<file path="src/hdl/drp_pkg.sv">
// drp_pkg: shared types and constants for the dns record parser
// holds field widths, result codes and the controller/datapath command and status structs
// no dependencies

package drp_pkg;

    // default sizes, handed down from the top level
    localparam int PACKET_BYTES_DEF = 512;
    localparam int NAME_LIMIT_DEF   = 256;
    localparam int MAX_HOPS_DEF     = 16;

    // channel widths
    localparam int S_TDATA_W = 40;
    localparam int M_TDATA_W = 176;

    // internal widths
    localparam int POS_W   = 16;
    localparam int LIM_W   = 10;
    localparam int START_W = 9;
    localparam int TOTAL_W = 11;
    localparam int SUM_W   = 12;
    localparam int CNT_W   = 8;

    // byte codes of the wire format
    localparam logic [7:0] PTR_FLAGS     = 8'hc0;
    localparam logic [7:0] PTR_HIGH_MASK = 8'h3f;
    localparam logic [7:0] DOT_CHAR      = 8'h2e;
    localparam int         FIXED_PART    = 10;
    localparam int         CHUNK_BYTES   = 8;

    // input action selector
    localparam logic ACT_WRITE = 1'b0;
    localparam logic ACT_PARSE = 1'b1;

    // result kind
    localparam logic KIND_CHUNK   = 1'b0;
    localparam logic KIND_SUMMARY = 1'b1;

    typedef enum logic [2:0] {
        ERR_NONE        = 3'd0,
        ERR_PAST_END    = 3'd1,
        ERR_NAME_LONG   = 3'd2,
        ERR_LABEL_PAST  = 3'd3,
        ERR_FIXED_SHORT = 3'd4,
        ERR_RDATA_SHORT = 3'd5,
        ERR_HOP_LIMIT   = 3'd6
    } err_code_t;

    typedef struct packed {
        logic      start;
        logic      store_wr;
        logic      len_rd;
        logic      dot_wr;
        logic      ptr_take;
        logic      ptr_jump;
        logic      lab_take;
        logic      lab_step;
        logic      name_end;
        logic      fix_start;
        logic      fix_step;
        logic      chunk_start;
        logic      chunk_step;
        logic      out_chunk;
        logic      out_sum;
        logic      out_err;
        err_code_t err;
    } cmd_t;

    typedef struct packed {
        logic pos_ge_lim;
        logic b_zero;
        logic b_ptr;
        logic dot_pend;
        logic hop_max;
        logic name_long;
        logic label_past;
        logic fix_short;
        logic rdata_short;
        logic fetch_done;
        logic name_done;
        logic out_free;
    } sts_t;

endpackage

</file>
<file path="src/hdl/drp_ctrl.sv">
// drp_ctrl: sequencing state machine for the dns record parser
// walks the name, fixed part and chunk output by issuing cmd_t to drp_datapath
// depends on drp_pkg

module drp_ctrl (
    input  logic          aclk,
    input  logic          aresetn,
    input  logic          s_tvalid,
    output logic          s_tready,
    input  logic          s_tuser,
    input  drp_pkg::sts_t sts,
    output drp_pkg::cmd_t cmd
);

    import drp_pkg::*;

    typedef enum logic [12:0] {
        S_IDLE     = 13'b0000000000001,
        S_LEN_CHK  = 13'b0000000000010,
        S_LEN_EVAL = 13'b0000000000100,
        S_PTR_EVAL = 13'b0000000001000,
        S_LAB      = 13'b0000000010000,
        S_FIX_CHK  = 13'b0000000100000,
        S_FIX_RD   = 13'b0000001000000,
        S_RLEN_CHK = 13'b0000010000000,
        S_CH_START = 13'b0000100000000,
        S_CH_RD    = 13'b0001000000000,
        S_CH_PUSH  = 13'b0010000000000,
        S_SUM      = 13'b0100000000000,
        S_ERR      = 13'b1000000000000
    } state_t;

    state_t    state_reg, state_next;
    err_code_t err_reg, err_next;
    logic      accept;

    assign s_tready = (state_reg == S_IDLE);
    assign accept   = s_tvalid && s_tready;

    always_comb begin
        state_next = state_reg;
        err_next   = err_reg;
        cmd        = '0;
        cmd.err    = err_reg;

        case (state_reg)
            S_IDLE: begin
                cmd.store_wr = accept && (s_tuser == ACT_WRITE);
                cmd.start    = accept && (s_tuser == ACT_PARSE);
                if (cmd.start) begin
                    state_next = S_LEN_CHK;
                end
            end
            S_LEN_CHK: begin
                if (sts.pos_ge_lim) begin
                    err_next   = ERR_PAST_END;
                    state_next = S_ERR;
                end else begin
                    cmd.len_rd = 1'b1;
                    state_next = S_LEN_EVAL;
                end
            end
            S_LEN_EVAL: begin
                if (sts.b_zero) begin
                    cmd.name_end = 1'b1;
                    state_next   = S_FIX_CHK;
                end else if (sts.dot_pend) begin
                    cmd.dot_wr = 1'b1;
                end else if (sts.b_ptr) begin
                    if (sts.pos_ge_lim) begin
                        err_next   = ERR_PAST_END;
                        state_next = S_ERR;
                    end else if (sts.hop_max) begin
                        err_next   = ERR_HOP_LIMIT;
                        state_next = S_ERR;
                    end else begin
                        cmd.ptr_take = 1'b1;
                        state_next   = S_PTR_EVAL;
                    end
                end else if (sts.name_long) begin
                    err_next   = ERR_NAME_LONG;
                    state_next = S_ERR;
                end else if (sts.label_past) begin
                    err_next   = ERR_LABEL_PAST;
                    state_next = S_ERR;
                end else begin
                    cmd.lab_take = 1'b1;
                    state_next   = S_LAB;
                end
            end
            S_PTR_EVAL: begin
                cmd.ptr_jump = 1'b1;
                state_next   = S_LEN_CHK;
            end
            S_LAB: begin
                cmd.lab_step = 1'b1;
                if (sts.fetch_done) begin
                    state_next = S_LEN_CHK;
                end
            end
            S_FIX_CHK: begin
                if (sts.fix_short) begin
                    err_next   = ERR_FIXED_SHORT;
                    state_next = S_ERR;
                end else begin
                    cmd.fix_start = 1'b1;
                    state_next    = S_FIX_RD;
                end
            end
            S_FIX_RD: begin
                cmd.fix_step = 1'b1;
                if (sts.fetch_done) begin
                    state_next = S_RLEN_CHK;
                end
            end
            S_RLEN_CHK: begin
                if (sts.rdata_short) begin
                    err_next   = ERR_RDATA_SHORT;
                    state_next = S_ERR;
                end else begin
                    state_next = S_CH_START;
                end
            end
            S_CH_START: begin
                if (sts.name_done) begin
                    state_next = S_SUM;
                end else begin
                    cmd.chunk_start = 1'b1;
                    state_next      = S_CH_RD;
                end
            end
            S_CH_RD: begin
                cmd.chunk_step = 1'b1;
                if (sts.fetch_done) begin
                    state_next = S_CH_PUSH;
                end
            end
            S_CH_PUSH: begin
                if (sts.out_free) begin
                    cmd.out_chunk = 1'b1;
                    state_next    = S_CH_START;
                end
            end
            S_SUM: begin
                if (sts.out_free) begin
                    cmd.out_sum = 1'b1;
                    state_next  = S_IDLE;
                end
            end
            S_ERR: begin
                if (sts.out_free) begin
                    cmd.out_err = 1'b1;
                    state_next  = S_IDLE;
                end
            end
            default: begin
                state_next = S_IDLE;
            end
        endcase
    end

    always_ff @(posedge aclk) begin
        if (!aresetn) begin
            state_reg <= S_IDLE;
            err_reg   <= ERR_NONE;
        end else begin
            state_reg <= state_next;
            err_reg   <= err_next;
        end
    end

    // an error result always comes from the error state with a real code
    assert property (@(posedge aclk) disable iff (!aresetn)
        cmd.out_err |-> (state_reg == S_ERR && err_reg != ERR_NONE))
        else $error("error result without error code");

    // a parse request always starts the walk with the bounds check
    assert property (@(posedge aclk) disable iff (!aresetn)
        cmd.start |=> (state_reg == S_LEN_CHK))
        else $error("parse request did not start the name walk");

endmodule

</file>
<file path="config.mk">
export PLATFORM = sky130hd
export DESIGN_NAME = drp_ctrl
export DESIGN_NICKNAME = d
export VERILOG_FILES = /design/src/hdl/drp_pkg.sv /design/src/hdl/drp_ctrl.sv
export SDC_FILE = /design/constraint.sdc
export NUM_CORES = 1
export LEC_CHECK = 0
export ABC_AREA = 1
export BUFFER_PORTS_ARGS = -buffer_cell sky130_fd_sc_hd__buf_2
export CAP_MARGIN = 20
export CORE_MARGIN = 3
export CORE_UTILIZATION = 36
export CTS_CLUSTER_DIAMETER = 40
export DETAILED_ROUTE_END_ITERATION = 10
export PLACE_DENSITY = 0.67
export SYNTH_ARGS = -nofsm -noshare
export SYNTH_HDL_FRONTEND = slang
export SYNTH_SLANG_ARGS = --single-unit
</file>
<file path="constraint.sdc">
create_clock -name aclk -period 1.6 [get_ports aclk]
set_clock_uncertainty 0.2 [all_clocks]
set_input_delay 0.32 -clock aclk [delete_from_list [all_inputs] [get_ports aclk]]
set_output_delay 0.32 -clock aclk [all_outputs]
set_load 0.01 [all_outputs]
</file>
* Word-level counts from Yosys, hierarchy flattened
Index checks and enable logic that the tools add are counted.
Storage, ports and cells: bits of input ports 16, logic and storage cells 96, flip-flop bits (word level) 16, output and inout bits 20
Cells by class: reductions and logical operators 7, multiplexer cells 59, equal/unequal tests 27, bitwise gates (word level) 1
Operators by type and width (count):
- $mux W13 | 16
- $pmux W13 S12 | 1
- $mux W3 | 10
- $mux W1 | 27
- $ne A2 B2 Y1 const B | 9
- $eq A13 B1 Y1 const B | 1
- $eq A13 B10 Y1 const B | 1
- $eq A13 B11 Y1 const B | 1
- $eq A13 B12 Y1 const B | 1
- $eq A13 B13 Y1 const B | 1
- $eq A13 B2 Y1 const B | 1
- $eq A13 B3 Y1 const B | 1
- $eq A13 B4 Y1 const B | 1
- $eq A13 B5 Y1 const B | 1
- $eq A13 B6 Y1 const B | 1
- $eq A13 B7 Y1 const B | 1
- $eq A13 B8 Y1 const B | 1
- $eq A13 B9 Y1 const B | 1
- $mux W12 | 1
- $pmux W3 S4 | 1
- $ne A4 B4 Y1 const B | 2
- $reduce_and A8 Y1 | 1
- $reduce_and A7 Y1 | 1
- $mux W2 | 3
- other kinds (6) | 9

* Logic depth before layout (Yosys ltp)
Gate-level depths: netlist of the first run.
word-level depth 6, mapped depth 13, depth with buffers taken out 13

* Worst setup path before layout of the first run
No wires, ideal clock.
path kind flip-flop to output port, start point register state_reg[4], end point output port cmd[14] in the netlist's numbering, stages on the path, launching flop included 8, path slack -0.192 ns, data required time 1.080 ns, arrival time 1.272 ns, cells stage by stage dfxtp_1 nor2_2 nand2_4 nor2_2 nand2_1 inv_2 nand2_1 nor3_1
RTL lines:
- start, declared | RTL line drp_ctrl.sv:33 | state_t state_reg, state_next;
- start signal, assigned | RTL line drp_ctrl.sv:167 | state_reg <= state_next;
- end, declared | RTL line drp_ctrl.sv:12 | output drp_pkg::cmd_t cmd

==> results of run 1 <==
[timing repair]
action / in CTS / in global routing
setup buffers: 26 / 12
resized for setup: 73 / 73
cloned: 1 / 0
endpoints found under the setup margin: 33 / 33
pin swaps: 30 / 39
[power by group through the flow]
stage	combinational [mW]	sequential, mW	clock (mW)
after floorplan	1.19	0.546	0
final	3.08	0.551	0.298
after detailed placement	1.74	0.542	0
after CTS	2.27	0.542	0.291
after global routing	3.24	0.555	0.315
after global placement	1.71	0.542	0
[cell families after synthesis]
kind of cell           share of synthesized area
flip-flops                                 0.250
buffers and inverters                      0.141
AND/OR/NAND/NOR                            0.555
AO/OA/AOI/OAI                             0.0547
[final cells by class]
type | count | area, sq um
clock buffers | 4 | 36.3
fillers | 219 | 658
inverters | 40 | 160
multi-input cells | 170 | 1250
flip-flops and latches | 16 | 344
well taps | 46 | 57.6
repair buffers | 115 | 885
[metrics by stage]
stage / power, mW / TNS [ns] / cells / hold WS (ns) / instance area, sq um
2_1_floorplan: 1.73 / -0.201 / 228 / 0.257 / 1370
3_3_place_gp: 2.25 / -3.54 / 350 / 0.258 / 1900
3_5_place_dp: 2.28 / -4.29 / 350 / 0.254 / 1900
4_1_cts: 3.11 / -10.44 / 380 / 0.0943 / 2400
5_1_grt: 4.11 / -16.51 / 391 / 0.111 / 2730
6_report: 3.93 / -15.07 / 391 / 0.100 / 2730
[synthesized netlist by cell type]
library cell	n	share of area
o21ai_0	2	0.0078
nor3_1	1	0.0039
nor2_1	47	0.14
nor2_2	8	0.039
inv_1	37	0.11
a21oi_1	7	0.027
inv_2	3	0.0088
a21oi_2	2	0.014
nand2_1	60	0.18
nand2_4	2	0.018
nand3b_1	2	0.012
or3_1	1	0.0049
nor2_8	1	0.016
nand3_1	26	0.10
buf_4	1	0.0059
o211ai_1	1	0.0059
dfxtp_1	16	0.25
nand2_2	8	0.039
nand3_2	1	0.0078
buf_6	2	0.018
[worst max-delay path: cells and delay by family, from the launching register on]
family	cells	cell delay, ns
flops	1	0.36
buf+inv	2	0.26
simple gates	5	0.72
[worst paths after layout]
path	from	end	slack [ns]	depth (start not counted)
setup reg to reg	state_reg[1]	state_reg[3]	-0.49	13
hold reg to reg	err_reg[0]	err_reg[0]	0.26	2
setup / recovery	state_reg[1]	cmd[7]	-0.58	7
hold / removal	sts[1]	state_reg[11]	0.1	3
[per-layer routing]
layer | vias to the layer above | global-route usage
li1 | 932 | -
met1 | 948 | 0.280
met2 | 83 | 0.394
met3 | 25 | 0.0410
met4 | 0 | 0.0544
met5 | - | 0
==> results.sh, run 1 <==
export IMPL_nets=362
export IMPL_synth_area_sq_um=1280
export IMPL_portBuffers=35
export IMPL_drc=0
export IMPL_cp_cell_sequence="nor2_4 -> nand2_4 -> nor2_8 -> buf_12 -> nand2_8 -> nor2_4 -> buf_6"
export IMPL_hp_class="in2reg"
export IMPL_wl_met1_um=2480
export IMPL_p_sw_frac=0.504
export IMPL_slew_violations=0
export IMPL_grt_max_degree=10
export IMPL_layout_drive_gt1_share=0.719
export IMPL_grt_pass1_wl_um=7580
export IMPL_rows=21
export IMPL_clockBufferDepth=2
export IMPL_worst_setup_path_end_kind="output pin"
export IMPL_htree_num_levels=1
export IMPL_synthToLayoutAreaGrowth_pct=113
export IMPL_finalWirelength_um=6250
export IMPL_routed_via_count=1988
export IMPL_crit_required_ns=1.08
export IMPL_synth_seq_cells=16
export IMPL_drtIter0Drc=147
export IMPL_synth_nets=244
export IMPL_status="finished, violations left"
export IMPL_clock_root_buffer="clkbuf_4"
export IMPL_power_leakage_nw=1.47
export IMPL_wire_per_inst_um=16.0
export IMPL_wl_met2_um=3220
export IMPL_place_gp_congestion=0.858
export IMPL_drv_cap=0
export IMPL_synth_distinct_cells=20
export IMPL_pwr_share_seq=0.140
export IMPL_min_period_ns=2.18
export IMPL_die_x_um=65.7
export IMPL_die_area_sq_um=4310
export IMPL_dp_slack_ns=-0.279
export IMPL_pwr_share_comb=0.784
export IMPL_largest_reg_flops=13
export IMPL_hold_viol_final=0
export IMPL_fmax_ghz=0.460
export IMPL_diodes=0
export IMPL_slowest_stage="dfxtp_2"
export IMPL_power_density_nw_per_um2=1440
export IMPL_critPathArrivalTime_ns=1.66
export IMPL_yosysWarnings=0
export IMPL_final_util=0.806
export IMPL_crit_path_start_kind="flip-flop"
export IMPL_cts_made_buffers=3
export IMPL_clock_latency_ns=0.32
export IMPL_path_max_fanout=6
export IMPL_cts_reportedPaths_clkPinSlew_ns=0.11
export IMPL_wl_met3_um=309
export IMPL_setup_violations=33
export IMPL_highest_layer="met4"
export IMPL_cts_tree="built"
export IMPL_grt_ovfl_total=0
export IMPL_peakVddDrop_mv=1.23
export IMPL_die_h_um=65.7
export IMPL_pin_count=36
export IMPL_critPathKind="reg2out"
export IMPL_p_sw_mw=1.98
export IMPL_initial_core_util=0.378
export IMPL_antenna_left=0
export IMPL_antenna_found_initial=0
export IMPL_cts_sinks=16
export IMPL_netlist_instances=228
export IMPL_fin_ws_ns=-0.575
export IMPL_max_slew_worst_pin_slew_ns=0.373
export IMPL_via_per_inst=5.08
export IMPL_rsz0062_at_grt="yes"
export IMPL_core_area_sq_um=3390
export IMPL_detailedRoute_firstPassIterationCount=4
export IMPL_ys_seq_area_frac=0.250
export IMPL_layout_common_cells="buf_4 (65), nand2_2 (29), buf_2 (28), inv_1 (25), nand2_1 (25)"
export IMPL_layout_commonest_cell="buf_4"
export IMPL_min_period_over_period=1.36
export IMPL_grt_usage=0.224
export IMPL_first_global_vias=1682
export IMPL_syn_avg_cell_area_sq_um=5.62
export IMPL_cts_hold_buf=0
export IMPL_hpwl_um=2930
export IMPL_relSlewSlack=0.750
export IMPL_violations="negative setup slack"
export IMPL_clock_power_share=0.076
export IMPL_slowest_delay_ns=0.36
export IMPL_internal_power_mw=1.95
export IMPL_crit_path_frequent_cell="nor2_4"
(Power assumes the default switching activity.)
==> inputs of run 2 (changes only) <==
Settings changed: CAP_MARGIN 20 to unset.
Clock period 1.6 ns to 1.8 ns, I/O delays scaled along.
==> run 2 against run 1 <==
The flow still finishes with violations (negative setup slack); worst hold slack better by 0.056 ns; register-to-register slack improved by 0.27 ns; global-route usage shrank 2.4 points; utilization decreased by 13 points; cell count fell by 6.1%; routed wire length shrank 31%.
==> results.sh, run 2 (same netlist as run 1, synthesis figures left out) <==
export IMPL_status="finished, violations left"
export IMPL_violations="negative setup slack"
export IMPL_clock_root_buffer="clkbuf_4"
export IMPL_cts_made_buffers=3
export IMPL_crit_path_frequent_cell="inv_1"
export IMPL_max_slew_worst_pin_slew_ns=0.252
export IMPL_dp_slack_ns=-0.117
export IMPL_crit_required_ns=1.24
export IMPL_nets=339
export IMPL_clockBufferDepth=2
export IMPL_relSlewSlack=0.830
export IMPL_layout_common_cells="buf_4 (48), nand2_1 (46), nor2_1 (29), buf_2 (28), inv_1 (27)"
export IMPL_reg2reg_slack_ns=-0.22
export IMPL_stdcell_count=367
export IMPL_worstReg2RegEnd="state_reg[12]"
export IMPL_cp_num_cells=10
export IMPL_drtIter0Drc=91
export IMPL_fin_ws_ns=-0.304
export IMPL_critPathKind="reg2out"
export IMPL_rsz0062_at_grt="yes"
export IMPL_timing_rr_start="state_reg[2]"
export IMPL_diodes=0
export IMPL_slowest_delay_ns=0.36
export IMPL_critPathTopFamily="simple AND/OR/NAND/NOR gates"
export IMPL_place_gp_congestion=0.908
export IMPL_crit_path_start_kind="flip-flop"
export IMPL_wire_per_inst_um=11.8
export IMPL_critPathArrivalTime_ns=1.54
export IMPL_fillers=274
export IMPL_htree_num_levels=1
export IMPL_cts_hold_buf=0
export IMPL_finalInstanceArea_sq_um=2280
export IMPL_antenna_left=0
export IMPL_fmax_ghz=0.475
export IMPL_initial_core_util=0.378
export IMPL_layout_commonest_cell="buf_4"
export IMPL_drc=0
export IMPL_power_leakage_nw=1.29
export IMPL_core_area_sq_um=3390
export IMPL_grt_max_degree=9
export IMPL_hold_viol_final=0
export IMPL_hold_path_startpoint="sts[1]"
export IMPL_rows=21
export IMPL_setup_violations=32
export IMPL_slew_violations=0
export IMPL_pin_count=36
export IMPL_cts_tree="built"
export IMPL_drv_cap=0
export IMPL_worst_setup_path_end_kind="output pin"
export IMPL_layout_drive_gt1_share=0.567
export IMPL_routed_via_count=1742
export IMPL_slowest_stage="dfxtp_2"
export IMPL_cts_sinks=16
export IMPL_whs_ns=0.156
export IMPL_cp_endpoint="cmd[9]"
export IMPL_clock_latency_ns=0.28
export IMPL_grt_ovfl_total=0
export IMPL_place_area_sq_um=1720
export IMPL_min_period_ns=2.10
export IMPL_grt_usage=0.201
export IMPL_peakVddDrop_mv=0.748
export IMPL_crit_buf_inv=5
export IMPL_critPathLaunch="state_reg[5]"
export IMPL_detailedRoute_firstPassIterationCount=4
export IMPL_portBuffers=35
export IMPL_die_area_sq_um=4310
export IMPL_path_max_fanout=3
export IMPL_reg2reg_depth=16
export IMPL_synthToLayoutAreaGrowth_pct=78.0
export IMPL_die_x_um=65.7
export IMPL_die_h_um=65.7
export IMPL_timing_setup_tns_ns=-5.48
export IMPL_dp_cells=337
export IMPL_grt_pass1_wl_um=6760
export IMPL_cts_reportedPaths_clkPinSlew_ns=0.09
export IMPL_largest_reg_flops=13
export IMPL_power_density_nw_per_um2=1160
export IMPL_hp_class="in2reg"
export IMPL_first_global_vias=1627
export IMPL_via_per_inst=4.75
export IMPL_p_total_mw=2.65
export IMPL_antenna_found_initial=0
export IMPL_min_period_over_period=1.17
export IMPL_hpwl_um=2800
export IMPL_final_util=0.673
export IMPL_finalWirelength_um=4340
export IMPL_cp_cell_sequence="buf_4 -> inv_1 -> nor2_1 -> nand2_2 -> nor2_4 -> nand2_2 -> inv_1 -> nand2_1 -> inv_1 -> buf_2"
## run 2: changes by cell type in the layout (fill, tap and decap cells not counted), sizes merged
| cell | before | now |
|---|---|---|
| buf | 115 | 92 |
| clkbuf | 4 | 3 |
## run 2: cell type report
class	instances	area, sq um	share of cell area
tap	46	57.6	0.0252
clock buffer	3	22.5	0.00987
inverter	40	155	0.0680
multi-input combinational	170	1030	0.451
sequential	16	337	0.148
timing repair buffer	92	681	0.298
## run 2: repair_timing
| action | CTS | global route |
|---|---|---|
| gates cloned | 1 | 0 |
| resized for setup | 59 | 45 |
| setup endpoints to repair | 29 | 33 |
| pin swaps | 20 | 18 |
| buffers inserted | 21 | 8 |
## run 2: worst register-to-register path, cell delays in order, from the launching register on
cell	delay (ns)
dfxtp_2	0.37
inv_2	0.05
nor2_2	0.11
nand2_2	0.07
nor2_4	0.12
nand2_2	0.08
inv_4	0.08
nand2_4	0.06
buf_4	0.13
buf_4	0.12
buf_4	0.12
buf_6	0.11
nor2_4	0.07
nor2_1	0.05
nand3_1	0.08
nand2_1	0.06
nor2_1	0.07
## run 2: power by group
part	switching (mW)	internal (mW)
Combinational	1.10	0.883
Sequential	0.0555	0.431
Clock	0.109	0.0776
## run 2: how the worst min path moves through the flow
| stage | end | slack [ns] | cells past startpoint |
|---|---|---|---|
| 2_1_floorplan | state_reg[10] | 0.27 | 2 |
| 3_3_place_gp | err_reg[2] | 0.25 | 2 |
| 3_5_place_dp | err_reg[2] | 0.25 | 2 |
| 4_1_cts | state_reg[5] | 0.13 | 3 |
| 5_1_grt | state_reg[0] | 0.17 | 2 |
| 6_report | state_reg[11] | 0.16 | 3 |
## run 2: routing by layer
layer / track usage / share of wire / vias up
li1: - / - / 883
met1: 0.225 / 0.40 / 810
met2: 0.374 / 0.54 / 43
met3: 0.0444 / 0.049 / 6
met4: 0.0544 / 0.012 / 0
met5: 0 / 0 / -
==> inputs of run 3 (changes only) <==
Settings changed: PLACE_DENSITY 0.67 to unset, PLACE_DENSITY_LB_ADDON set to 0.1.
==> run 3 against run 2 <==
Critical endpoint is now cmd[17]; critical path type unchanged; sequential power decreased by 1%; the flow still finishes with violations (negative setup slack); utilization increased by 2.4 points; register-to-register slack got worse by 0.04 ns; power increased by 2.7%; routed wire length increased by 1.5%; first-iteration DRC count decreased by 13%; critical path depth decreased by 1; worst hold slack got worse by 0.0039 ns.
==> results.sh, run 3 (same netlist as run 1, synthesis figures left out) <==
export IMPL_clockBufferDepth=2
export IMPL_critPathTopFamily="simple AND/OR/NAND/NOR gates"
export IMPL_cts_hold_buf=0
export IMPL_nets=351
export IMPL_die_x_um=65.7
export IMPL_crit_required_ns=1.24
export IMPL_portBuffers=35
export IMPL_htree_num_levels=1
export IMPL_clock_latency_ns=0.29
export IMPL_rows=21
export IMPL_largest_reg_flops=13
export IMPL_pin_count=36
export IMPL_place_area_sq_um=1750
export IMPL_slowest_delay_ns=0.34
export IMPL_antenna_left=0
export IMPL_synthToLayoutAreaGrowth_pct=84.3
export IMPL_setup_violations=33
export IMPL_detailedRoute_firstPassIterationCount=4
export IMPL_rsz0062_at_grt="yes"
export IMPL_finalInstanceArea_sq_um=2360
export IMPL_critPathLaunch="state_reg[4]"
export IMPL_grt_max_degree=9
export IMPL_drtIter0Drc=79
export IMPL_grt_ovfl_total=0
export IMPL_max_slew_worst_pin_slew_ns=0.275
export IMPL_diodes=0
export IMPL_cts_reportedPaths_clkPinSlew_ns=0.09
export IMPL_path_max_fanout=4
export IMPL_multi_input_area_sq_um=1040
export IMPL_timing_setup_tns_ns=-6.68
export IMPL_critPathKind="reg2out"
export IMPL_slew_violations=0
export IMPL_min_period_over_period=1.16
export IMPL_first_global_vias=1551
export IMPL_worstReg2RegEnd="state_reg[10]"
export IMPL_drc=0
export IMPL_crit_buf_inv=3
export IMPL_fin_ws_ns=-0.289
export IMPL_slowest_stage="dfxtp_2"
export IMPL_hold_path_depth=3
export IMPL_reg2reg_depth=12
export IMPL_reg2reg_slack_ns=-0.26
export IMPL_critPathArrivalTime_ns=1.53
export IMPL_timing_rr_start="state_reg[5]"
export IMPL_grt_pass1_wl_um=6530
export IMPL_power_leakage_nw=1.37
export IMPL_cts_sinks=16
export IMPL_seqCellArea_sq_um=332
export IMPL_initial_core_util=0.378
export IMPL_cp_cell_sequence="nor2_4 -> nand2_4 -> buf_6 -> nor2_4 -> nand2_2 -> inv_2 -> nand2_2 -> nor2_2 -> buf_2"
export IMPL_via_per_inst=4.62
export IMPL_die_area_sq_um=4310
export IMPL_layout_commonest_cell="buf_4"
export IMPL_power_density_nw_per_um2=1150
export IMPL_violations="negative setup slack"
export IMPL_finalWirelength_um=4410
export IMPL_min_period_ns=2.09
export IMPL_die_h_um=65.7
export IMPL_core_area_sq_um=3390
export IMPL_crit_path_start_kind="flip-flop"
export IMPL_clock_root_buffer="clkbuf_4"
export IMPL_routed_via_count=1751
export IMPL_grt_usage=0.192
export IMPL_cts_made_buffers=3
export IMPL_layout_common_cells="buf_4 (64), nand2_1 (47), inv_1 (31), nor2_1 (30), buf_2 (30)"
export IMPL_dp_slack_ns=-0.116
export IMPL_layout_drive_gt1_share=0.577
export IMPL_wire_per_inst_um=11.6
export IMPL_hp_class="in2reg"
export IMPL_hold_viol_final=0
export IMPL_worst_setup_path_end_kind="output pin"
export IMPL_place_gp_congestion=0.901
export IMPL_cp_num_cells=9
export IMPL_fmax_ghz=0.479
export IMPL_final_util=0.697
export IMPL_cts_tree="built"
export IMPL_drv_cap=0
export IMPL_fillers=278
export IMPL_cp_endpoint="cmd[17]"
export IMPL_relSlewSlack=0.816
export IMPL_antenna_found_initial=0
export IMPL_status="finished, violations left"
export IMPL_peakVddDrop_mv=0.817
export IMPL_hpwl_um=2870
## run 3: cell type report
class | count | area share
Sequential cell | 16 | 0.140
Clock buffer | 3 | 0.00954
Timing Repair Buffer | 104 | 0.322
Multi-Input combinational cell | 170 | 0.439
Tap cell | 46 | 0.0244
Inverter | 40 | 0.0647
## run 3: metal layers
metal  global-route usage  up-vias  part of all wire
met5                    0        -                 0
met4               0.0311        0             0.012
met3               0.0393        7             0.050
met2                0.352       42              0.53
met1                0.232      800              0.41
li1                     -      902                 -
## run 3: metrics by stage
step	hold WS [ns]	cells	total power, mW
2_1_floorplan	0.271	228	1.38
3_3_place_gp	0.256	339	1.89
3_5_place_dp	0.256	339	1.88
4_1_cts	0.145	368	2.47
5_1_grt	0.160	379	2.91
6_report	0.152	379	2.73
## run 3: worst min-delay path: stages
cell,delay [ns]
buf_2,0.12
a21oi_2,0.06
nor2_1,0.07
## run 3: repair_timing
action	CTS	global route
gates resized for setup	61	28
endpoints found under the setup margin	32	33
gates cloned	1	0
setup buffers	25	11
pin swaps	21	21
## run 3: worst min-delay path by stage
stage | start | end | slack (ns)
6_report | sts[1] | state_reg[11] | 0.15
5_1_grt | sts[1] | state_reg[11] | 0.16
4_1_cts | sts[1] | state_reg[11] | 0.15
3_5_place_dp | err_reg[2] | err_reg[2] | 0.26
3_3_place_gp | err_reg[2] | err_reg[2] | 0.26
2_1_floorplan | state_reg[10] | state_reg[10] | 0.27
## run 3: power by group
group	leakage (nW)	internal [mW]	switching [mW]	total [mW]
clock	0.0138	0.0780	0.115	0.193
combinational	1.22	0.925	1.13	2.05
sequential	0.134	0.425	0.0562	0.481
